$ cat config.mk
export PLATFORM = sky130hd
export DESIGN_NAME = pasg_cell
export DESIGN_NICKNAME = d
export VERILOG_FILES = /design/src/rtl/core/pasg_pkg.sv /design/src/rtl/core/pasg_cell.sv
export SDC_FILE = /design/constraint.sdc
export NUM_CORES = 2
export LEC_CHECK = 0
export BUFFER_PORTS_ARGS = -buffer_cell sky130_fd_sc_hd__buf_2
export CAP_MARGIN = 20
export CORE_ASPECT_RATIO = 0.5
export CORE_MARGIN = 10
export CORE_UTILIZATION = 55
export CTS_CLUSTER_SIZE = 10
export DETAILED_ROUTE_END_ITERATION = 8
export GPL_TIMING_DRIVEN = 0
export PLACE_DENSITY_LB_ADDON = 0.2
export SLEW_MARGIN = 10
export SYNTH_ARGS = -nofsm -noshare
export SYNTH_HDL_FRONTEND = slang
export SYNTH_SLANG_ARGS = --single-unit
$ cat constraint.sdc
create_clock -name clk -period 8.3 [get_ports clk]
set_input_delay 0.415 -clock clk [delete_from_list [all_inputs] [get_ports clk]]
set_output_delay 0.415 -clock clk [all_outputs]
set_load 0.01 [all_outputs]
$ cat src/rtl/core/pasg_pkg.sv
// ----------------------------------------------------------------------------
// pasg_pkg
// Shared constants, types and the sine polynomial table of the sine NCO.
// ----------------------------------------------------------------------------
`default_nettype none

package pasg_pkg;

  localparam int PHASE_BITS_DEF  = 32;
  localparam int SAMPLE_BITS_DEF = 16;

  // phase is aligned to this width before the quadrant split
  localparam int ALIGN_W  = 48;
  localparam int Q_FRAC   = 30;
  localparam int TERM_W   = Q_FRAC + 1;
  localparam int PROD_W   = 2 * TERM_W;
  localparam int T_W      = PROD_W - Q_FRAC;
  localparam int NUM_COEF = 7;
  localparam int NUM_CELLS = NUM_COEF - 1;

  localparam logic [TERM_W-1:0] Q30_ONE = TERM_W'(1) << Q_FRAC;

  // Q30 odd-power coefficients of sin(pi/2 * x)
  localparam logic [TERM_W-1:0] SINE_COEF [NUM_COEF] = '{
    31'd1686629713, 31'd693598668, 31'd85569306, 31'd5026995,
    31'd172272, 31'd3864, 31'd61
  };

  localparam int CFG_AW = 3;
  localparam int CFG_DW = 32;

  typedef enum logic [0:0] {
    REG_PHASE_STEP  = 1'b0,
    REG_START_PHASE = 1'b1
  } pasg_reg_t;

  typedef struct packed {
    logic [1:0]        quad;
    logic [TERM_W-1:0] x;
    logic [TERM_W-1:0] z;
    logic [TERM_W-1:0] r;
  } pasg_term_t;

endpackage

`default_nettype wire

$ cat src/rtl/core/pasg_cell.sv
// ----------------------------------------------------------------------------
// pasg_cell
// One Horner step of the sine polynomial: r = C[K] - ((r*z) >> 30), clamped at zero.
// ----------------------------------------------------------------------------
`default_nettype none

module pasg_cell #(
  parameter int K = 0
) (
  input  wire logic                  clk,
  input  wire logic                  rst_n,
  input  wire logic                  v_i,
  input  wire pasg_pkg::pasg_term_t  term_i,
  output logic                       go_o,
  output logic                       v_o,
  output pasg_pkg::pasg_term_t       term_o,
  input  wire logic                  go_i
);
  import pasg_pkg::*;

  localparam logic [T_W-1:0] CK = T_W'(SINE_COEF[K]);

  logic              v_r;
  pasg_term_t        term_r;
  logic [PROD_W-1:0] prod;
  logic [T_W-1:0]    t;
  logic [TERM_W-1:0] r_nxt;

  assign go_o  = !v_r || go_i;
  assign prod  = {{TERM_W{1'b0}}, term_i.r} * {{TERM_W{1'b0}}, term_i.z};
  assign t     = prod[PROD_W-1:Q_FRAC];
  assign r_nxt = (t < CK) ? TERM_W'(CK - t) : '0;

  always_ff @(posedge clk) begin
    if (!rst_n) begin
      v_r <= 1'b0;
    end else if (go_o) begin
      v_r <= v_i;
    end
  end

  always_ff @(posedge clk) begin
    if (go_o && v_i) begin
      term_r.quad <= term_i.quad;
      term_r.x    <= term_i.x;
      term_r.z    <= term_i.z;
      term_r.r    <= r_nxt;
    end
  end

  assign v_o    = v_r;
  assign term_o = term_r;

  a_coef_bound: assert property (@(posedge clk) disable iff (!rst_n)
    v_r |-> term_r.r <= SINE_COEF[K])
    else $error("Horner term above its coefficient");

endmodule

`default_nettype wire

==> results.cfg <==
[outcome]
status = finished, violations left
violations = negative setup slack

[global_route]
grt_overflow = 0
grt_start_max_net_pins = 63
groute.usage.overall = 0.347
grt_pass1_vias = 29606
antenna_found_initial = 11
grt_pass1_wl_um = 189000

[critical_path]
worst-path-stages = 30
critPathMaxStageDelay_ns = 0.58
crit_required_ns = 8.47
crit_path_start = term_i[11]
path_max_fanout = 10
slowest_stage = fa_2
path_common_cell = fa_2
r2r-start = v_o
cp_top_family = adder cells
path_class = in2reg
arrival_ns = 8.56
start_kind = input port
reg2regPathDepth = 3
crit_buf_inv = 8
end_kind = register

[drt]
firstDrtPassIters = 6
routed-via-count = 28983
drc_errors = 0
wl_um = 131000
ant_nets = 0
detail_route.wl_per_cell_um = 26.6
drtIter0Drc = 3277
viasPerCell = 5.88

[floorplanning]
std_cell_rows = 65
start_util = 0.554
core_sq_um = 62900
die_h_um = 198
chipWidth_um = 376
ios = 196
die_area_sq_um = 74400

[cts]
clock_path_buffers = 2
hold_buffers = 0
cts_num_sinks = 96
cts_tree = done
cts-root-buf = clkbuf_16
clock_latency_ns = 0.43
cts.clk_slew.worst_paths_ns = 0.10
cts_inserted_buffers = 9
cts-htree-levels = 3

[run]
max_cap_violations = 0

[yosys]
synth_area_sq_um = 34800
synthDistinctLibCells = 81
synth-warning-count = 0
syn_area_per_cell_sq_um = 9.37
yosys.area.top_type = fa_1
ys.flop_type = edfxtp_1
synthArstFlopShare = 0
syn_nets = 4904
synth_cells = 3716
synthTopCellsByArea = fa_1 (48%), ha_1 (9.1%), and2_1 (8.6%)
synth_seq_area_share = 0.0825
synth-edff-count = 95
synth_top_area_frac = 0.481
ys_ff_latch = 96

[placed_design]
io_buffers = 195
place_inst = 4749
gp_congestion = 0.997
dp_slack_ns = -3.01
post-dp-hpwl_um = 107000

[timing]
rsz0062_at_grt = true
max_freq_ghz = 0.119
hold_viol = 0
slew_viol_final = 0
finalCritPeriodShare = 1.01
fin_ws_ns = -0.0893
worst_slew_pin_slew_ns = 0.990
slew_headroom = 0.340
setup_violations = 24
period_needed_ns = 8.39
fin_worst_skew_ns = 0.0182

[min_path]
hold_path.class = in2reg
hold_depth = 1
hp-start = term_i[91]

[final_layout]
post-route-util = 0.670
drive_above_1_share = 0.207
fin_nets = 5266
area_growth_pct = 21.1
fillerInstances = 4994
layout.cells.non_filler = 4929
[state kept, by name, summed over array words and instances, names as in the netlist]
register  cells
term_o       95
v_o           1
[cells in the mapped netlist, types with 3 or more instances]
cell and instances:
fa_1 836, nor3_1 14, nand2b_1 9, xnor2_1 32, clkbuf_1 197, a21o_1 12, a311oi_1 6, a31oi_1 4
o21ai_0 63, o21ai_1 4, a211oi_1 11, a211o_1 3, nor4_1 8, o21bai_1 10, o31ai_1 6, or2_2 11
o211ai_1 13, o21a_1 8, a221oi_1 3, o211a_1 4, a21oi_1 76, nand4_1 24, nand3_1 10, or3_1 4
and4_1 3, a21boi_0 4, edfxtp_1 95, and3_1 12, ha_1 253, o22ai_1 3, xor2_1 13, nor2_1 78
inv_1 776, nand2_1 569, and2_1 476, a22oi_1 5, mux2i_1 3
[cell type report]
type	instances	area, sq um	share of cell area
repair buffers	360	2660	0.0630
clock buffers	9	225	0.00535
multi-input cells	2642	29900	0.709
flip-flops and latches	96	2870	0.0682
diodes	9	22.5	0.000535
plain buffers	193	2480	0.0588
well taps	837	1050	0.0249
inverters	776	2910	0.0691
clock inverters	7	61.3	0.00146
[routing by layer]
metal | part of all wire | vias to the layer above | track usage
met2 | 0.42 | 1807 | 0.500
li1 | - | 11861 | -
met5 | 0.00076 | - | 0
met4 | 0.043 | 10 | 0.122
met1 | 0.40 | 14949 | 0.496
met3 | 0.14 | 356 | 0.0995
[through the flow]
step / hold WS (ns) / TNS [ns] / area [sq um]
detailed placement: 0.569 / -90.09 / 36900
CTS: 0.150 / -0.00120 / 39800
global placement: 0.501 / -85.22 / 36800
floorplan: 0.514 / 0 / 34800
global route: 0.158 / -4.86 / 42100
finish: 0.157 / -1.58 / 42100
[cells by family after synthesis]
kind of cell	Yosys count	synth area share
buf+inv	979	0.106
fa+ha+maj	1089	0.572
simple gates	1234	0.176
xor+xnor	45	0.0113
compound gates	270	0.0516
mux	3	0.000863
flops	96	0.0825
[final timing paths]
path | slack [ns] | endpoint
max | -0.09 | term_o[21]
min reg2reg | 0.56 | v_o
max reg2reg | 6.55 | term_o[29]
min | 0.16 | term_o[91]
[what timing repair did]
item | 4_1_cts | 5_1_grt
resized for setup | 585 | 490
pin swaps | 63 | 122
setup endpoints to repair | 31 | 31
gates cloned | 2 | 8
setup buffers | 75 | 81
[layout by cell type, fill, tap and decap left out, types with 40 or more instances in the layout]
cell type and count:
edfxtp_1 95, and2_1 463, nor2_1 49, ha_1 230, buf_12 40, nand2_1 556
buf_6 47, clkbuf_16 42, a21oi_1 49, fa_1 794, buf_2 172, fa_2 42
inv_1 761, buf_4 154
Power is left out: the tool's default activity adds up to more than one toggle a clock period on the data nets, which glitch-free logic cannot reach.
