$ cat config.mk
export PLATFORM = sky130hd
export DESIGN_NAME = pasg_cfg_regs
export DESIGN_NICKNAME = d
export VERILOG_FILES = /design/src/rtl/core/pasg_pkg.sv /design/src/rtl/core/pasg_cfg_regs.sv
export SDC_FILE = /design/constraint.sdc
export NUM_CORES = 1
export LEC_CHECK = 0
export ABC_CLOCK_PERIOD_IN_PS = 1500
export BUFFER_PORTS_ARGS = -buffer_cell sky130_fd_sc_hd__buf_2
export CORE_MARGIN = 5
export CORE_UTILIZATION = 51
export CTS_BUF_LIST = sky130_fd_sc_hd__clkbuf_8
export CTS_CLUSTER_SIZE = 10
export DETAILED_ROUTE_END_ITERATION = 6
export GPL_TIMING_DRIVEN = 0
export PLACE_DENSITY_LB_ADDON = 0.3
export SLEW_MARGIN = 20
export SYNTH_ARGS = -nofsm -noshare
export SYNTH_HDL_FRONTEND = slang
export SYNTH_SLANG_ARGS = --single-unit
export TNS_END_PERCENT = 50
$ cat constraint.sdc
create_clock -name clk -period 1.5 [get_ports clk]
set_input_delay 0.075 -clock clk [delete_from_list [all_inputs] [get_ports clk]]
set_output_delay 0.075 -clock clk [all_outputs]
set_load 0.05 [all_outputs]
$ cat src/rtl/core/pasg_pkg.sv
// ----------------------------------------------------------------------------
// pasg_pkg
// Shared constants, types and the sine polynomial table of the sine NCO.
// ----------------------------------------------------------------------------
`default_nettype none

package pasg_pkg;

  localparam int PHASE_BITS_DEF  = 32;
  localparam int SAMPLE_BITS_DEF = 16;

  // phase is aligned to this width before the quadrant split
  localparam int ALIGN_W  = 48;
  localparam int Q_FRAC   = 30;
  localparam int TERM_W   = Q_FRAC + 1;
  localparam int PROD_W   = 2 * TERM_W;
  localparam int T_W      = PROD_W - Q_FRAC;
  localparam int NUM_COEF = 7;
  localparam int NUM_CELLS = NUM_COEF - 1;

  localparam logic [TERM_W-1:0] Q30_ONE = TERM_W'(1) << Q_FRAC;

  // Q30 odd-power coefficients of sin(pi/2 * x)
  localparam logic [TERM_W-1:0] SINE_COEF [NUM_COEF] = '{
    31'd1686629713, 31'd693598668, 31'd85569306, 31'd5026995,
    31'd172272, 31'd3864, 31'd61
  };

  localparam int CFG_AW = 3;
  localparam int CFG_DW = 32;

  typedef enum logic [0:0] {
    REG_PHASE_STEP  = 1'b0,
    REG_START_PHASE = 1'b1
  } pasg_reg_t;

  typedef struct packed {
    logic [1:0]        quad;
    logic [TERM_W-1:0] x;
    logic [TERM_W-1:0] z;
    logic [TERM_W-1:0] r;
  } pasg_term_t;

endpackage

`default_nettype wire

$ cat src/rtl/core/pasg_cfg_regs.sv
// ----------------------------------------------------------------------------
// pasg_cfg_regs
// APB register file: phase step and start phase.
// ----------------------------------------------------------------------------
`default_nettype none

module pasg_cfg_regs #(
  parameter int PHASE_BITS = pasg_pkg::PHASE_BITS_DEF
) (
  input  wire logic                        clk,
  input  wire logic                        rst_n,
  input  wire logic                        psel,
  input  wire logic                        penable,
  input  wire logic                        pwrite,
  input  wire logic [pasg_pkg::CFG_AW-1:0] paddr,
  input  wire logic [pasg_pkg::CFG_DW-1:0] pwdata,
  output logic      [pasg_pkg::CFG_DW-1:0] prdata,
  output logic                             pready,
  output logic      [PHASE_BITS-1:0]       phase_step,
  output logic      [PHASE_BITS-1:0]       start_phase
);
  import pasg_pkg::*;

  logic [PHASE_BITS-1:0] step_r, step_nxt;
  logic [PHASE_BITS-1:0] start_r, start_nxt;
  pasg_reg_t             sel;
  logic                  wr;

  assign sel    = pasg_reg_t'(paddr[2]);
  assign wr     = psel && penable && pwrite;
  assign pready = 1'b1;

  always_comb begin
    step_nxt  = step_r;
    start_nxt = start_r;
    prdata    = '0;
    unique case (sel)
      REG_PHASE_STEP: begin
        prdata = CFG_DW'(step_r);
        if (wr) begin
          step_nxt = PHASE_BITS'(pwdata);
        end
      end
      REG_START_PHASE: begin
        prdata = CFG_DW'(start_r);
        if (wr) begin
          start_nxt = PHASE_BITS'(pwdata);
        end
      end
      default: begin
        prdata = '0;
      end
    endcase
  end

  always_ff @(posedge clk) begin
    if (!rst_n) begin
      step_r  <= '0;
      start_r <= '0;
    end else begin
      step_r  <= step_nxt;
      start_r <= start_nxt;
    end
  end

  assign phase_step  = step_r;
  assign start_phase = start_r;

endmodule

`default_nettype wire

==> reports/qor_table.md <==
| Parameter | This run | Unit |
|---|---|---|
| Worst min path class | in -> reg | - |
| Gate count of the mapped netlist | 282 | - |
| Status | complete, no violations | - |
| Final-layout fill cell count | 441 | - |
| Cell leakage power | 2.10 | nW |
| Number of remaining DRC errors | 0 | - |
| Reg-to-Reg Start | start_phase[9] | - |
| Clock Root Buffer | sky130_fd_sc_hd__clkbuf_8 | - |
| Switching share of power | 27.9 | % |
| Worst vdd rail ir drop | 714 | uV |
| Number of port buffers | 131 | - |
| Worst-path fanout max | 3 | - |
| Nature of the critical path endpoint | primary output | - |
| Global-route wire length before repair | 12200 | um |
| Setup TNS | 0 | ps |
| Worst-skew pair later-pin latency | 330 | ps |
| Nets@finish | 475 | - |
| Least-Margin Pin Slew | 534 | ps |
| Initial Util | 51.7 | % |
| RSZ-0062 raised after global routing | false | - |
| Final Wtd Congestion | 0.759 | - |
| Worst-path cell chain | mux2_2 -> buf_2 | - |
| Number of rows created at floorplan | 27 | - |
| Pwr per Cell Area | 959 | nW/um2 |
| Ratio of cells with drive above 1 in the final layout | 43.6 | % |
| Source of the critical timing path | phase_step[10] | - |
| Antenna fix cells | 0 | - |
| Critical path data required time | 1420 | ps |
| Area delta synth->final | 36.9 | % |
| Total length of routed wires | 7520 | um |
| Kind of start point of the critical path | register | - |
| Instance count along the most critical hold path | 3 | - |
| WL per Instance | 14.7 | um |
| Type of the worst setup path | reg -> out | - |
| Clock group share of total power | 36.9 | % |
| Routed via count | 2495 | - |
| Post-place setup slack | 372 | ps |
| Number of antenna violations at the first check in global routing | 0 | - |
| Die Y | 84.2 | um |
| Number of cells upsized or downsized after cts | 0 | - |
| Worst setup skew after layout | 0 | ps |
| Post-detailed-route count of antenna-violating nets | 0 | - |
| Total track usage | 21.5 | % |
| Yosys warnings | 0 | - |
| Clock-pin slew of the registers on the worst-case setup and hold paths | 70 | ps |
| Seq. cell area | 1280 | um2 |
| Total global routing overflow | 0 | - |
| CTS Buf Count | 9 | - |
| Per-cell via count in the routed design | 4.87 | - |
| Flops & latches, synth | 64 | - |
| Multi-input logic area | 1390 | um2 |
| Post-Place Cells | 485 | - |
| Length in cells of the worst reg-to-reg path | 2 | - |
| 1st-pass router iterations | 4 | - |
| Die Area | 7090 | um2 |
| Number of clock sinks seen by CTS | 64 | - |
| Cts-stage hold buffer count | 8 | - |
| Number of global-route vias before repair | 2616 | - |
| Non-filler instance count after layout | 512 | - |
| Hpwl dp | 5500 | um |
| Logic pwr share | 15.2 | % |
| Share of the clock period used by the worst path after layout | 81.6 | % |
| Clock Tree Buf Depth | 2 | - |
| Psw | 1.03 | mW |
| Internal power | 2.66 | mW |
| Number of distinct library cells after synthesis | 11 | - |
| Setup WS post-layout | 275 | ps |
| Worst slew margin | 64.4 | % |
| Total chip power | 3.69 | mW |
| Synthesized area per cell | 9.97 | um2 |
| Setup fix buffers added after clock tree synthesis | 0 | - |
| Min-Delay Startpoint | pwdata[16] | - |
| Critical path data arrival time | 1150 | ps |
| Portion of the post-synthesis area used by sequential elements | 45.6 | % |
| Final hold violations | 0 | - |
| Placeable core region | 5440 | um2 |
| Shortest clock period the worst path allows after layout | 1220 | ps |
| Post-synth net total | 322 | - |
| Peak clock frequency supported by timing | 0.816 | GHz |
| Maximum number of pins on one net before global-route repair | 11 | - |
| Number of placed I/O pins | 137 | - |
| Final max-slew violation count | 0 | - |
| Number of max-cap violations | 0 | - |
| Iteration-0 DRC Markers | 87 | - |
| Standard cell with the maximum stage delay on the critical path | sky130_fd_sc_hd__dfxtp_1 | - |
| Flop pwr share | 47.9 | % |
| Maximum cell stage delay along the critical path | 330 | ps |
| CTS tree | done | - |
| Cell area after synthesis | 2810 | um2 |
| Fraction of the core area covered by cells at the end of the flow | 70.7 | % |
| Endpoints failing setup | 0 | - |
| Die X-Extent | 84.2 | um |
| Count of H-tree levels built during CTS | 3 | - |
[sequential cells by signal (all words and copies together) (netlist names)]
| register | count |
|---|---|
| phase_step | 32 |
| start_phase | 32 |
[metrics by stage]
step | hold WS (ps) | area, um2
6_report | 10.4 | 3850
5_1_grt | 0.193 | 3850
4_1_cts | 0.00278 | 3820
3_5_place_dp | 352 | 3560
3_3_place_gp | 350 | 3560
2_1_floorplan | 237 | 2810
[per-layer routing]
layer	up-vias	wire, um	GRT usage [%]
li1	1246	-	-
met1	1146	3130	24.5
met2	92	3640	35.9
met3	11	639	9.72
met4	0	105	6.58
met5	-	0	0
[final timing paths]
| check | end | slack (ps) |
|---|---|---|
| setup / recovery | prdata[10] | 280 |
| hold / removal | start_phase[16] | 10 |
| setup reg to reg | start_phase[9] | 820 |
| hold reg to reg | phase_step[2] | 470 |
[Yosys cell counts]
| master | number | area [um2] |
|---|---|---|
| sky130_fd_sc_hd__nand2_1 | 96 | 360 |
| sky130_fd_sc_hd__dfxtp_1 | 64 | 1280 |
| sky130_fd_sc_hd__mux2i_1 | 64 | 641 |
| sky130_fd_sc_hd__mux2_2 | 32 | 360 |
| sky130_fd_sc_hd__buf_2 | 8 | 40.0 |
| sky130_fd_sc_hd__clkbuf_1 | 8 | 30.0 |
| sky130_fd_sc_hd__buf_6 | 5 | 56.3 |
| sky130_fd_sc_hd__buf_4 | 2 | 15.0 |
| sky130_fd_sc_hd__and4b_1 | 1 | 10.0 |
| sky130_fd_sc_hd__conb_1 | 1 | 3.75 |
| sky130_fd_sc_hd__nand4_2 | 1 | 12.5 |
[cells by family after synthesis]
family / after synthesis / synth area share (%)
muxes: 96 / 35.6
buffers and inverters: 23 / 5.03
and+or+nand+nor: 98 / 13.6
other: 1 / 0.133
DFF: 64 / 45.6
[power by group through the flow]
stage | Sequential (mW) | Clock (mW) | Combinational (mW)
floorplan | 1.93 | 0 | 0.264
global placement | 1.80 | 0 | 0.537
detailed placement | 1.80 | 0 | 0.541
CTS | 1.76 | 1.38 | 0.559
global route | 1.77 | 1.49 | 0.598
finish | 1.76 | 1.36 | 0.561
[placed cells by master, fill, tap and decap left out]
cell                            instances
sky130_fd_sc_hd__inv_1                  3
sky130_fd_sc_hd__nand4_2                1
sky130_fd_sc_hd__conb_1                 1
sky130_fd_sc_hd__buf_4                  2
sky130_fd_sc_hd__buf_6                  5
sky130_fd_sc_hd__dlygate4sd3_1         11
sky130_fd_sc_hd__mux2_2                32
sky130_fd_sc_hd__mux2i_1               64
sky130_fd_sc_hd__nand2_1               96
sky130_fd_sc_hd__dfxtp_1               64
sky130_fd_sc_hd__buf_2                139
sky130_fd_sc_hd__bufinv_16              1
sky130_fd_sc_hd__and4b_1                1
sky130_fd_sc_hd__clkinv_2               3
sky130_fd_sc_hd__clkbuf_1               8
sky130_fd_sc_hd__clkbuf_8               9
[worst max-delay path, delay by kind of cell, from the launching register on]
kind / cells / cell delay (ps)
buffers and inverters: 1 / 210
muxes: 1 / 270
DFF: 1 / 330
[cell type report]
cell class | count | area share [%]
Buffer | 23 | 3.68
Multi-Input combinational cell | 195 | 36.1
Clock inverter | 7 | 1.46
Sequential cell | 64 | 33.3
Timing Repair Buffer | 142 | 19.9
Tap cell | 72 | 2.34
Clock buffer | 9 | 3.22
(Power assumes the default switching activity.)
