### src/rtl/core/pasg_pkg.sv
// ----------------------------------------------------------------------------
// pasg_pkg
// Shared constants, types and the sine polynomial table of the sine NCO.
// ----------------------------------------------------------------------------
`default_nettype none

package pasg_pkg;

  localparam int PHASE_BITS_DEF  = 32;
  localparam int SAMPLE_BITS_DEF = 16;

  // phase is aligned to this width before the quadrant split
  localparam int ALIGN_W  = 48;
  localparam int Q_FRAC   = 30;
  localparam int TERM_W   = Q_FRAC + 1;
  localparam int PROD_W   = 2 * TERM_W;
  localparam int T_W      = PROD_W - Q_FRAC;
  localparam int NUM_COEF = 7;
  localparam int NUM_CELLS = NUM_COEF - 1;

  localparam logic [TERM_W-1:0] Q30_ONE = TERM_W'(1) << Q_FRAC;

  // Q30 odd-power coefficients of sin(pi/2 * x)
  localparam logic [TERM_W-1:0] SINE_COEF [NUM_COEF] = '{
    31'd1686629713, 31'd693598668, 31'd85569306, 31'd5026995,
    31'd172272, 31'd3864, 31'd61
  };

  localparam int CFG_AW = 3;
  localparam int CFG_DW = 32;

  typedef enum logic [0:0] {
    REG_PHASE_STEP  = 1'b0,
    REG_START_PHASE = 1'b1
  } pasg_reg_t;

  typedef struct packed {
    logic [1:0]        quad;
    logic [TERM_W-1:0] x;
    logic [TERM_W-1:0] z;
    logic [TERM_W-1:0] r;
  } pasg_term_t;

endpackage

`default_nettype wire

### src/rtl/core/pasg_out_if.sv
// ----------------------------------------------------------------------------
// pasg_out_if
// Result channel of the NCO: one signed sine sample per request.
// ----------------------------------------------------------------------------
`default_nettype none

interface pasg_out_if #(
  parameter int SAMPLE_BITS = 16
);
  logic                          valid;
  logic                          ready;
  logic signed [SAMPLE_BITS-1:0] sample;

  modport source (output valid, output sample, input ready);
  modport sink   (input valid, input sample, output ready);
endinterface

`default_nettype wire

### src/rtl/core/pasg_sine_out.sv
// ----------------------------------------------------------------------------
// pasg_sine_out
// Final odd-power multiply, rounding, saturation, sign and output register.
// ----------------------------------------------------------------------------
`default_nettype none

module pasg_sine_out #(
  parameter int SAMPLE_BITS = pasg_pkg::SAMPLE_BITS_DEF
) (
  input  wire logic                  clk,
  input  wire logic                  rst_n,
  input  wire logic                  v_i,
  input  wire pasg_pkg::pasg_term_t  term_i,
  output logic                       go_o,
  pasg_out_if.source                 out_req
);
  import pasg_pkg::*;

  localparam int               MAG_W   = SAMPLE_BITS + 1;
  localparam logic [T_W-1:0]   RND     = T_W'(1) << (Q_FRAC - SAMPLE_BITS);
  localparam logic [MAG_W-1:0] MAG_MAX = (MAG_W'(1) << (SAMPLE_BITS - 1)) - MAG_W'(1);
  localparam logic [SAMPLE_BITS-1:0] SAMPLE_MIN = SAMPLE_BITS'(1) << (SAMPLE_BITS - 1);

  logic                   vs_r, vo_r;
  logic                   go_s;
  logic [PROD_W-1:0]      prod;
  logic [TERM_W-1:0]      s_r;
  logic                   neg_r;
  logic [T_W-1:0]         sum;
  logic [MAG_W-1:0]       mag;
  logic [SAMPLE_BITS-1:0] mag_sat;
  logic [SAMPLE_BITS-1:0] sample_nxt;
  logic [SAMPLE_BITS-1:0] sample_r;

  assign go_s = !vo_r || out_req.ready;
  assign go_o = !vs_r || go_s;
  assign prod = {{TERM_W{1'b0}}, term_i.r} * {{TERM_W{1'b0}}, term_i.x};

  assign sum        = T_W'(s_r) + RND;
  assign mag        = sum[T_W-1 -: MAG_W];
  assign mag_sat    = (mag > MAG_MAX) ? SAMPLE_BITS'(MAG_MAX) : SAMPLE_BITS'(mag);
  assign sample_nxt = neg_r ? (SAMPLE_BITS'(0) - mag_sat) : mag_sat;

  always_ff @(posedge clk) begin
    if (!rst_n) begin
      vs_r <= 1'b0;
      vo_r <= 1'b0;
    end else begin
      if (go_o) begin
        vs_r <= v_i;
      end
      if (go_s) begin
        vo_r <= vs_r;
      end
    end
  end

  always_ff @(posedge clk) begin
    if (go_o && v_i) begin
      s_r   <= prod[Q_FRAC +: TERM_W];
      neg_r <= term_i.quad[1];
    end
    if (go_s && vs_r) begin
      sample_r <= sample_nxt;
    end
  end

  assign out_req.valid  = vo_r;
  assign out_req.sample = sample_r;

  a_no_min: assert property (@(posedge clk) disable iff (!rst_n)
    vo_r |-> sample_r != SAMPLE_MIN)
    else $error("sample outside symmetric range");

endmodule

`default_nettype wire

### src/flat_wrapper.sv
// flat-port wrapper written by rule: the top's interface ports become plain ports
module pasg_sine_out_flat import pasg_pkg::*;
#(
  parameter int SAMPLE_BITS = pasg_pkg::SAMPLE_BITS_DEF
)
  (clk, rst_n, v_i, term_i, go_o, out_req_valid, out_req_sample, out_req_ready);
  pasg_out_if #(.SAMPLE_BITS(SAMPLE_BITS)) out_req_i ();
  input  wire logic clk;
  input  wire logic rst_n;
  input  wire logic v_i;
  input  wire pasg_pkg::pasg_term_t term_i;
  output logic go_o;
  output wire logic [$bits(out_req_i.valid)-1:0] out_req_valid;
  output wire logic [$bits(out_req_i.sample)-1:0] out_req_sample;
  input wire logic [$bits(out_req_i.ready)-1:0] out_req_ready;
  assign out_req_valid = out_req_i.valid;
  assign out_req_sample = out_req_i.sample;
  assign out_req_i.ready = out_req_ready;
  pasg_sine_out #(.SAMPLE_BITS(SAMPLE_BITS)) u_core (.clk(clk), .rst_n(rst_n), .v_i(v_i), .term_i(term_i), .go_o(go_o), .out_req(out_req_i));
endmodule
### config.mk
export PLATFORM = sky130hd
export DESIGN_NAME = pasg_sine_out_flat
export DESIGN_NICKNAME = d
export VERILOG_FILES = /design/src/rtl/core/pasg_pkg.sv /design/src/rtl/core/pasg_out_if.sv /design/src/rtl/core/pasg_sine_out.sv /design/src/flat_wrapper.sv
export SDC_FILE = /design/constraint.sdc
export NUM_CORES = 2
export LEC_CHECK = 0
export ABC_CLOCK_PERIOD_IN_PS = 6400
export BUFFER_PORTS_ARGS = -buffer_cell sky130_fd_sc_hd__buf_2
export CAP_MARGIN = 0
export CORE_MARGIN = 1.5
export CORE_UTILIZATION = 25
export CTS_BUF_LIST = sky130_fd_sc_hd__clkbuf_16
export CTS_CLUSTER_DIAMETER = 40
export DETAILED_ROUTE_END_ITERATION = 8
export PLACE_DENSITY = 0.43
export SKIP_LAST_GASP = 1
export SLEW_MARGIN = 20
export SYNTH_ARGS = -nofsm -noshare
export SYNTH_HDL_FRONTEND = slang
export SYNTH_SLANG_ARGS = --single-unit
### constraint.sdc
create_clock -name clk -period 6.4 [get_ports clk]
set_input_delay 0.32 -clock clk [delete_from_list [all_inputs] [get_ports clk]]
set_output_delay 0.32 -clock clk [all_outputs]
set_load 0.02 [all_outputs]
==> impl_metrics.yaml <==
global_routing:
  antenna_found_initial: 5
  grt_pass1_wl_microns: 150000
  grt_pass1_vias: 25233
  overflow: 0
  grt_usage_pct: 14.9
  grt_max_degree: 26
synthesis:
  ys_ff_latch: 36
  yosysTopAreaCellShare_pct: 52.6
  synth_top_area_cell: "fa_1"
  synth_edf_count: 34
  avgSynthCellArea_sq_um: 9.29
  synthFlopType: "edfxtp_1"
  async_reset_ff_share_pct: 0
  synthCells: 3419
  syn_nets: 4601
  synth_warnings: 0
  ys_types: 63
  yosysSeqAreaShare_pct: 3.34
  netlist_top_cells_area: "fa_1 (53%), and2_1 (10%), ha_1 (9.8%)"
  syn_area_sq_mm: 0.0318
routing:
  wl_microns: 93700
  via_per_inst: 4.25
  dr.pass1.iters: 5
  num_vias: 22487
  antenna_left: 0
  post_drt_wl_per_cell_microns: 17.7
  drt_iter0_markers: 925
  drc_errors: 0
sta:
  max_slew_margin_pct: 34.7
  tightest_slew_ns: 0.980
  fin_crit_ns: 6.82
  finalCritPeriodShare_pct: 107
  finalHoldViolations: 0
  finalSetupViolCount: 16
  max_freq_mhz: 147
  slew_violations: 0
  rsz0062_at_grt: "yes"
  hold_ws_ns: 0.236
  clock_skew_ns: 0.0200
  timing.final.ws_setup_ns: -0.423
placement:
  hpwl_microns: 83600
  place.gp.congestion: 0.789
  dp_slack_ns: -1.16
  place_inst: 5260
  portBuffers: 84
clock_network:
  h-tree-depth: 2
  cts_tree: "done"
  clk_path_buf_depth: 2
  clk_pin_slew_ns: 0.07
  cts_buffers: 5
  clock-sinks: 36
  root_buffer: "clkbuf_16"
  clk_latency_ns: 0.30
worst_setup_path:
  crit_type: "in2reg"
  endpoint_kind: "register"
  path_delay_family: "adder cells"
  slowest_delay_ns: 0.57
  regToRegSetupSlack_ns: 2.69
  critPathLaunchType: "input port"
  worstPathMaxFanout: 8
  cp_slowest_cell: "fa_1"
  path_cells: "buf_8 > buf_12 > and2_4 > fa_1 > fa_1 > fa_1 > inv_1 > fa_1 > inv_2 > fa_1 > fa_1 > fa_2 > fa_1 > ha_4 > nand4_1 > buf_4 > nor4_4 > nand4_1 > o41ai_4 > nand3_2 > nor2b_2 > xnor2_1"
  cp_common_cell: "fa_1"
  cp.buffers_inverters: 5
  critical_path_arrival_ns: 6.85
  crit_required_ns: 6.43
layout:
  fin_cells: 5296
  layout-drive-gt1-share_pct: 16.2
  fin_nets: 4826
  final_common_cell: "fa_1"
  syn_to_final_growth_pct: 19.0
  final_core_util_pct: 30.0
  layout_common_cells: "fa_1 (797), inv_1 (759), and2_1 (491)"
run_status:
  status: "complete, but fails checks"
  violations: "setup timing"
floorplan:
  die-area_sq_mm: 0.129
  num_rows: 130
  core_area_sq_mm: 0.126
  die_y_microns: 360
  start_util_pct: 25.2
  die_w_microns: 360
  ios: 117
run:
  maxCapViolCount: 0
hold_path:
  hold_path.class: "in2reg"
==> Yosys cell counts, drive strengths merged, types with 3 or more instances <==
master     n
a211oi     7
a21o      21
a21oi     62
a311oi     3
and2     511
and3      12
and4       6
buf        5
clkbuf   190
edfxtp    34
fa       835
ha       248
inv      775
mux2i      3
nand2    490
nand2b     7
nand3     22
nand4     15
nor2      23
nor2b     11
nor3       3
nor4       3
o2111ai    3
o211ai    10
o21a      12
o21ai     26
o21bai     5
o221ai     3
o31ai      3
xnor2     30
xor2      14
==> stage by stage <==
stage | area, sq um | TNS [ns]
2_1_floorplan | 32000 | -1.36
3_3_place_gp | 36300 | -16.96
3_5_place_dp | 36300 | -16.91
4_1_cts | 37500 | -5.50
5_1_grt | 37800 | -8.30
6_report | 37800 | -5.10
==> timing repair <==
action,in CTS,in global routing
hold buffers,0,0
buffers inserted,23,5
setup endpoints to repair,17,17
resized for setup,245,62
pin swaps,126,68
endpoints found under the hold margin,0,0
==> registers in the layout, summed over array words and instances, names as in the netlist <==
register / cells
u_core.s_r: 17
u_core.out_req.sample: 16
u_core.neg_r: 1
u_core.out_req.valid: 1
u_core.vs_r: 1
==> worst register-to-register path: cells and delay by family (launching register included) <==
family,cells,cell delay [ns]
flops,1,0.44
buf+inv,1,0.09
simple gates,8,1.65
fa+ha+maj,2,0.37
mux,1,0.55
xor+xnor,1,0.12
compound gates,1,0.23
==> logic make-up (layout without fill, tap and decap cells) <==
logic type / count (synthesis) / after routing / share of synthesized area (%)
AOI/OAI and AO/OA: 171 / 171 / 3.53
muxes: 3 / 3 / 0.134
other: 0 / 1 / 0
and+or+nand+nor: 1112 / 1112 / 17.9
adders and majority gates: 1083 / 1083 / 62.4
buffers and inverters: 970 / 1196 / 11.5
xor gates and xnor gates: 44 / 44 / 1.21
DFF: 36 / 36 / 3.34
==> layer usage <==
layer  vias up  track usage, %  share of wire, %
met3        59            1.29               2.8
met4         2            1.94               1.5
met1     11766            21.1                47
met2       277            25.2                48
met5         -               0             0.014
li1      10383               -                 -
==> layout make-up <==
type,instances,area (sq um)
inverters,775,2910
clock inverters,3,42.5
flip-flops and latches,36,1060
clock buffers,5,125
fillers,13416,88100
diodes,1,2.50
repair buffers,413,3820
well taps,1650,2060
multi-input cells,2413,27800
==> worst paths after layout <==
kind,start,end,depth (start not counted)
max,term_i[68],u_core.s_r[28],22
min reg2reg,u_core.vs_r,u_core.out_req.valid,1
min,term_i[94],u_core.neg_r,1
max reg2reg,u_core.s_r[15],u_core.out_req.sample[12],14
Power is not shown: default switching activity piles up to over one toggle a cycle in this logic, so the estimate is an artifact.
