===== config.mk =====
export PLATFORM = sky130hd
export DESIGN_NAME = pasg_phase_acc_flat
export DESIGN_NICKNAME = d
export VERILOG_FILES = /design/src/rtl/core/pasg_pkg.sv /design/src/rtl/core/pasg_in_if.sv /design/src/rtl/core/pasg_phase_acc.sv /design/src/flat_wrapper.sv
export SDC_FILE = /design/constraint.sdc
export NUM_CORES = 2
export LEC_CHECK = 0
export ABC_AREA = 0
export BUFFER_PORTS_ARGS = -buffer_cell sky130_fd_sc_hd__buf_2
export CAP_MARGIN = 20
export CORE_UTILIZATION = 50
export CTS_BUF_LIST = sky130_fd_sc_hd__clkbuf_8
export DETAILED_ROUTE_END_ITERATION = 12
export GPL_ROUTABILITY_DRIVEN = 1
export PLACE_DENSITY = 0.64
export REMOVE_ABC_BUFFERS = 1
export SETUP_SLACK_MARGIN = 0.3
export SKIP_LAST_GASP = 1
export SYNTH_ARGS = -nofsm -noshare
export SYNTH_HDL_FRONTEND = slang
export SYNTH_SLANG_ARGS = --single-unit

===== constraint.sdc =====
create_clock -name clk -period 8.1 [get_ports clk]
set_input_delay 0.81 -clock clk [delete_from_list [all_inputs] [get_ports clk]]
set_output_delay 0.81 -clock clk [all_outputs]
set_load 0.1 [all_outputs]

===== src/rtl/core/pasg_pkg.sv =====
// ----------------------------------------------------------------------------
// pasg_pkg
// Shared constants, types and the sine polynomial table of the sine NCO.
// ----------------------------------------------------------------------------
`default_nettype none

package pasg_pkg;

  localparam int PHASE_BITS_DEF  = 32;
  localparam int SAMPLE_BITS_DEF = 16;

  // phase is aligned to this width before the quadrant split
  localparam int ALIGN_W  = 48;
  localparam int Q_FRAC   = 30;
  localparam int TERM_W   = Q_FRAC + 1;
  localparam int PROD_W   = 2 * TERM_W;
  localparam int T_W      = PROD_W - Q_FRAC;
  localparam int NUM_COEF = 7;
  localparam int NUM_CELLS = NUM_COEF - 1;

  localparam logic [TERM_W-1:0] Q30_ONE = TERM_W'(1) << Q_FRAC;

  // Q30 odd-power coefficients of sin(pi/2 * x)
  localparam logic [TERM_W-1:0] SINE_COEF [NUM_COEF] = '{
    31'd1686629713, 31'd693598668, 31'd85569306, 31'd5026995,
    31'd172272, 31'd3864, 31'd61
  };

  localparam int CFG_AW = 3;
  localparam int CFG_DW = 32;

  typedef enum logic [0:0] {
    REG_PHASE_STEP  = 1'b0,
    REG_START_PHASE = 1'b1
  } pasg_reg_t;

  typedef struct packed {
    logic [1:0]        quad;
    logic [TERM_W-1:0] x;
    logic [TERM_W-1:0] z;
    logic [TERM_W-1:0] r;
  } pasg_term_t;

endpackage

`default_nettype wire


===== src/rtl/core/pasg_in_if.sv =====
// ----------------------------------------------------------------------------
// pasg_in_if
// Request channel into the NCO: one sample request with a restart flag.
// ----------------------------------------------------------------------------
`default_nettype none

interface pasg_in_if;
  logic valid;
  logic ready;
  logic restart;

  modport source (output valid, output restart, input ready);
  modport sink   (input valid, input restart, output ready);
endinterface

`default_nettype wire


===== src/rtl/core/pasg_phase_acc.sv =====
// ----------------------------------------------------------------------------
// pasg_phase_acc
// Phase accumulator, quadrant fold and square stage feeding the cell row.
// ----------------------------------------------------------------------------
`default_nettype none

module pasg_phase_acc #(
  parameter int PHASE_BITS = pasg_pkg::PHASE_BITS_DEF
) (
  input  wire logic                   clk,
  input  wire logic                   rst_n,
  pasg_in_if.sink                     in_req,
  input  wire logic [PHASE_BITS-1:0]  phase_step,
  input  wire logic [PHASE_BITS-1:0]  start_phase,
  output logic                        v_o,
  output pasg_pkg::pasg_term_t        term_o,
  input  wire logic                   go_i
);
  import pasg_pkg::*;

  logic [PHASE_BITS-1:0] phase_r;
  logic [PHASE_BITS-1:0] cur;
  logic [ALIGN_W-1:0]    p48;
  logic [TERM_W-1:0]     x_raw;
  logic                  accept;
  logic                  go_a, go_b;
  logic                  va_r, vb_r;
  logic [1:0]            quad_a_r;
  logic [TERM_W-1:0]     xa_r;
  logic [TERM_W-1:0]     xa_nxt;
  logic [PROD_W-1:0]     sq;
  pasg_term_t            tb_r;

  assign go_b         = !vb_r || go_i;
  assign go_a         = !va_r || go_b;
  assign in_req.ready = go_a;
  assign accept       = in_req.valid && go_a;

  assign cur    = in_req.restart ? start_phase : phase_r;
  assign p48    = ALIGN_W'(cur) << (ALIGN_W - PHASE_BITS);
  assign x_raw  = {1'b0, p48[ALIGN_W-3 -: Q_FRAC]};
  assign xa_nxt = p48[ALIGN_W-2] ? (Q30_ONE - x_raw) : x_raw;
  assign sq     = {{TERM_W{1'b0}}, xa_r} * {{TERM_W{1'b0}}, xa_r};

  always_ff @(posedge clk) begin
    if (!rst_n) begin
      phase_r <= '0;
      va_r    <= 1'b0;
      vb_r    <= 1'b0;
    end else begin
      if (accept) begin
        phase_r <= cur + phase_step;
      end
      if (go_a) begin
        va_r <= in_req.valid;
      end
      if (go_b) begin
        vb_r <= va_r;
      end
    end
  end

  always_ff @(posedge clk) begin
    if (accept) begin
      quad_a_r <= p48[ALIGN_W-1 -: 2];
      xa_r     <= xa_nxt;
    end
    if (go_b && va_r) begin
      tb_r.quad <= quad_a_r;
      tb_r.x    <= xa_r;
      tb_r.z    <= sq[Q_FRAC +: TERM_W];
      tb_r.r    <= SINE_COEF[NUM_COEF-1];
    end
  end

  assign v_o    = vb_r;
  assign term_o = tb_r;

  a_restart_load: assert property (@(posedge clk) disable iff (!rst_n)
    rst_n && accept && in_req.restart
      |=> phase_r == PHASE_BITS'($past(start_phase + phase_step)))
    else $error("phase not reloaded on restart");

  a_phase_hold: assert property (@(posedge clk) disable iff (!rst_n)
    rst_n && !accept |=> $stable(phase_r))
    else $error("phase moved without a request");

  a_fold_range: assert property (@(posedge clk) disable iff (!rst_n)
    va_r |-> xa_r <= Q30_ONE)
    else $error("folded phase out of range");

endmodule

`default_nettype wire


===== src/flat_wrapper.sv =====
// flat-port wrapper written by rule: the top's interface ports become plain ports
module pasg_phase_acc_flat import pasg_pkg::*;
#(
  parameter int PHASE_BITS = pasg_pkg::PHASE_BITS_DEF
)
  (clk, rst_n, phase_step, start_phase, v_o, term_o, go_i, in_req_valid, in_req_restart, in_req_ready);
  pasg_in_if in_req_i ();
  input  wire logic clk;
  input  wire logic rst_n;
  input  wire logic [PHASE_BITS-1:0] phase_step;
  input  wire logic [PHASE_BITS-1:0] start_phase;
  output logic v_o;
  output pasg_pkg::pasg_term_t term_o;
  input  wire logic go_i;
  input wire logic [$bits(in_req_i.valid)-1:0] in_req_valid;
  input wire logic [$bits(in_req_i.restart)-1:0] in_req_restart;
  output wire logic [$bits(in_req_i.ready)-1:0] in_req_ready;
  assign in_req_i.valid = in_req_valid;
  assign in_req_i.restart = in_req_restart;
  assign in_req_ready = in_req_i.ready;
  pasg_phase_acc #(.PHASE_BITS(PHASE_BITS)) u_core (.clk(clk), .rst_n(rst_n), .in_req(in_req_i), .phase_step(phase_step), .start_phase(start_phase), .v_o(v_o), .term_o(term_o), .go_i(go_i));
endmodule

==> results.json <==
{
  "ys_ff_latch": 131,
  "whs_path_depth": 0,
  "pin_count": 166,
  "synth-seq-area-share_pct": 10.81,
  "antenna_found_initial": 1,
  "root_buffer": "clkbuf_8",
  "final_nets": 4801,
  "syn_area_per_cell_um2": 9.704,
  "critical-path-max-stage-delay_ps": 570,
  "fillerInstances": 5790,
  "status": "completed",
  "clockBufferDepth": 2,
  "cap_violations": 0,
  "finalMaxSlewViolations": 0,
  "synth_area_leaders": "fa_1, ha_1, inv_1",
  "crit_type": "reg2reg",
  "synthesis.area_um2": 33260,
  "min_period_ps": 7810,
  "route.detailed.drc": 0,
  "vias_per_cell": 5.157,
  "port_buffers": 134,
  "antenna_cells": 0,
  "die_area_um2": 67550,
  "grt_max_degree": 46,
  "area_growth_pct": 12.46,
  "vias": 23550,
  "rsz0062_at_grt": "true",
  "max_freq_mhz": 128.0,
  "cts_buffers": 17,
  "crit_required_ps": 8490,
  "cts_tree": "yes",
  "critical_path_arrival_ps": 8200,
  "slowest_stage": "fa_2",
  "min_to": "u_core.term_o[93]",
  "routed_wl_um": 87600,
  "path_delay_family": "adder cells",
  "critPathLaunchType": "flop",
  "syn_inst": 3427,
  "placed_area_um2": 36070,
  "cp_common_cell": "fa_1",
  "setup_viol": 0,
  "grtUsageMet1_pct": 35.76,
  "die_y_um": 259.9,
  "gp_congestion": 0.9202,
  "synthTopCellsByCount": "inv_1, fa_1, nand2_1",
  "ant_nets": 0,
  "hold_class": "reg2reg",
  "first_pass_iters": 5,
  "holdWs_ps": 440.6,
  "gr-total-overflow": 0,
  "use_met2_pct": 47.33,
  "timing.final.crit_share_pct": 96.43,
  "gr-usage-all-layers_pct": 27.37,
  "path_buf_inv": 7,
  "synth_top_area_share_pct": 45.03,
  "clk_pin_slew_ps": 110,
  "htreeDepth": 4,
  "stdcell_area_um2": 37400,
  "core_area_um2": 65750,
  "min-delay-start": "u_core.quad_a_r[0]",
  "hold_viol": 0,
  "synth_top_cell_by_area": "fa_1",
  "clk_latency_ps": 580,
  "finClkSkew_ps": 33.98,
  "synth.distinct_cells": 72,
  "end_kind": "flop",
  "num_rows": 94,
  "drive_gt1_share_pct": 15.15,
  "reg2reg_from": "u_core.xa_r[12]",
  "worst_r2r_path_depth": 26,
  "synth_edf_count": 97,
  "worst_pin_slew_ps": 956.2,
  "wire_per_inst_um": 19.18,
  "synth_ff_type": "edfxtp_1",
  "cts_num_sinks": 131,
  "path_max_fanout": 5,
  "met3_usage_pct": 3.265,
  "async_reset_ff_share_pct": 0,
  "reg2reg_setup_slack_ps": 290,
  "drt-initial-drc-count": 1317,
  "start_util_pct": 50.58,
  "hpwl_um": 73350,
  "synthMostInstantiatedCell": "inv_1",
  "grt_busiest_layer": "met2",
  "grt_pass1_vias": 25710,
  "grt_pass1_wl_um": 139700,
  "yosysWarnings": 0,
  "slew-limit-headroom_pct": 36.18,
  "r2r_end": "u_core.term_o[58]",
  "crit_cells": 26,
  "fin_util_pct": 56.89,
  "die_w_um": 259.9
}
==> stage by stage <==
step,setup TNS [ps],setup slack (ps),cells
6_report,0,289.5,4566
5_1_grt,-70.57,-70.57,4566
4_1_cts,0,222.3,4529
3_5_place_dp,0,66.46,4497
3_3_place_gp,0,137.4,4497
2_1_floorplan,0,494.6,3306
==> worst max-delay path by stage <==
stage | start | end | slack (ps)
6_report | u_core.xa_r[12] | u_core.term_o[58] | 290
3_5_place_dp | u_core.xa_r[6] | u_core.term_o[58] | 70
4_1_cts | u_core.xa_r[12] | u_core.term_o[58] | 220
5_1_grt | u_core.xa_r[12] | u_core.term_o[47] | -70
2_1_floorplan | u_core.xa_r[7] | u_core.term_o[58] | 490
3_3_place_gp | u_core.xa_r[6] | u_core.term_o[58] | 140
==> state kept, by name, indices dropped and copies added, names as in the netlist <==
signal,cells
u_core.xa_r,31
u_core.term_o,64
u_core.va_r,1
u_core.v_o,1
u_core.phase_r,32
u_core.quad_a_r,2
==> logic make-up after synthesis <==
logic type	count (synthesis)	share of synthesized area (%)
and+or+nand+nor	723	10.55
muxes	38	1.257
adders and majority gates	1043	56.13
xor gates and xnor gates	100	2.675
buffers and inverters	1086	12.65
DFF	131	10.81
AOI/OAI and AO/OA	304	5.911
other	2	0.02258
==> layout by cell type (no fill, tap or decap), types with 11 or more instances in the layout <==
cell type	netlist	final
and2_4	0	11
nand4_1	15	15
nor2_1	78	73
ha_4	0	13
inv_1	935	910
buf_4	32	181
mux2i_1	14	14
nor3_1	15	15
a21o_1	34	34
nor2b_1	13	12
ha_1	295	279
fa_1	748	723
buf_12	0	16
o21ai_0	55	49
and2_1	197	186
a31oi_1	12	11
xor2_1	34	33
or3_1	17	17
nand3_1	24	24
mux2_2	22	22
dfxtp_1	34	34
o21bai_1	11	11
buf_2	3	135
fa_2	0	25
inv_2	1	26
conb_1	2	31
edfxtp_1	97	97
buf_6	1	29
nand2_1	326	316
a21oi_1	94	87
xnor2_1	65	64
clkbuf_8	0	17
o21ai_1	7	11
==> repair_timing <==
action	CTS	global route
pin swaps	9	73
hold buffers	0	0
buffers inserted	0	34
gates cloned	0	3
gates resized for setup	14	156
endpoints found under the setup margin	15	20
==> layout make-up <==
class,count,area (um2),area share [%]
inverter,936,3513,9.394
sequential,131,3593,9.608
timing repair buffer,364,2736,7.316
tap,864,1081,2.890
clock inverter,15,190.2,0.5085
multi-input combinational,2239,26050,69.66
clock buffer,17,234.0,0.6256
==> metal layers <==
layer | up-vias | part of all wire, %
met3 | 154 | 4.8
met2 | 640 | 50
li1 | 10750 | -
met1 | 12000 | 42
met5 | - | 0
met4 | 0 | 3.3
Power is not shown: default switching activity piles up to over one toggle a cycle in this logic, so the estimate is an artifact.
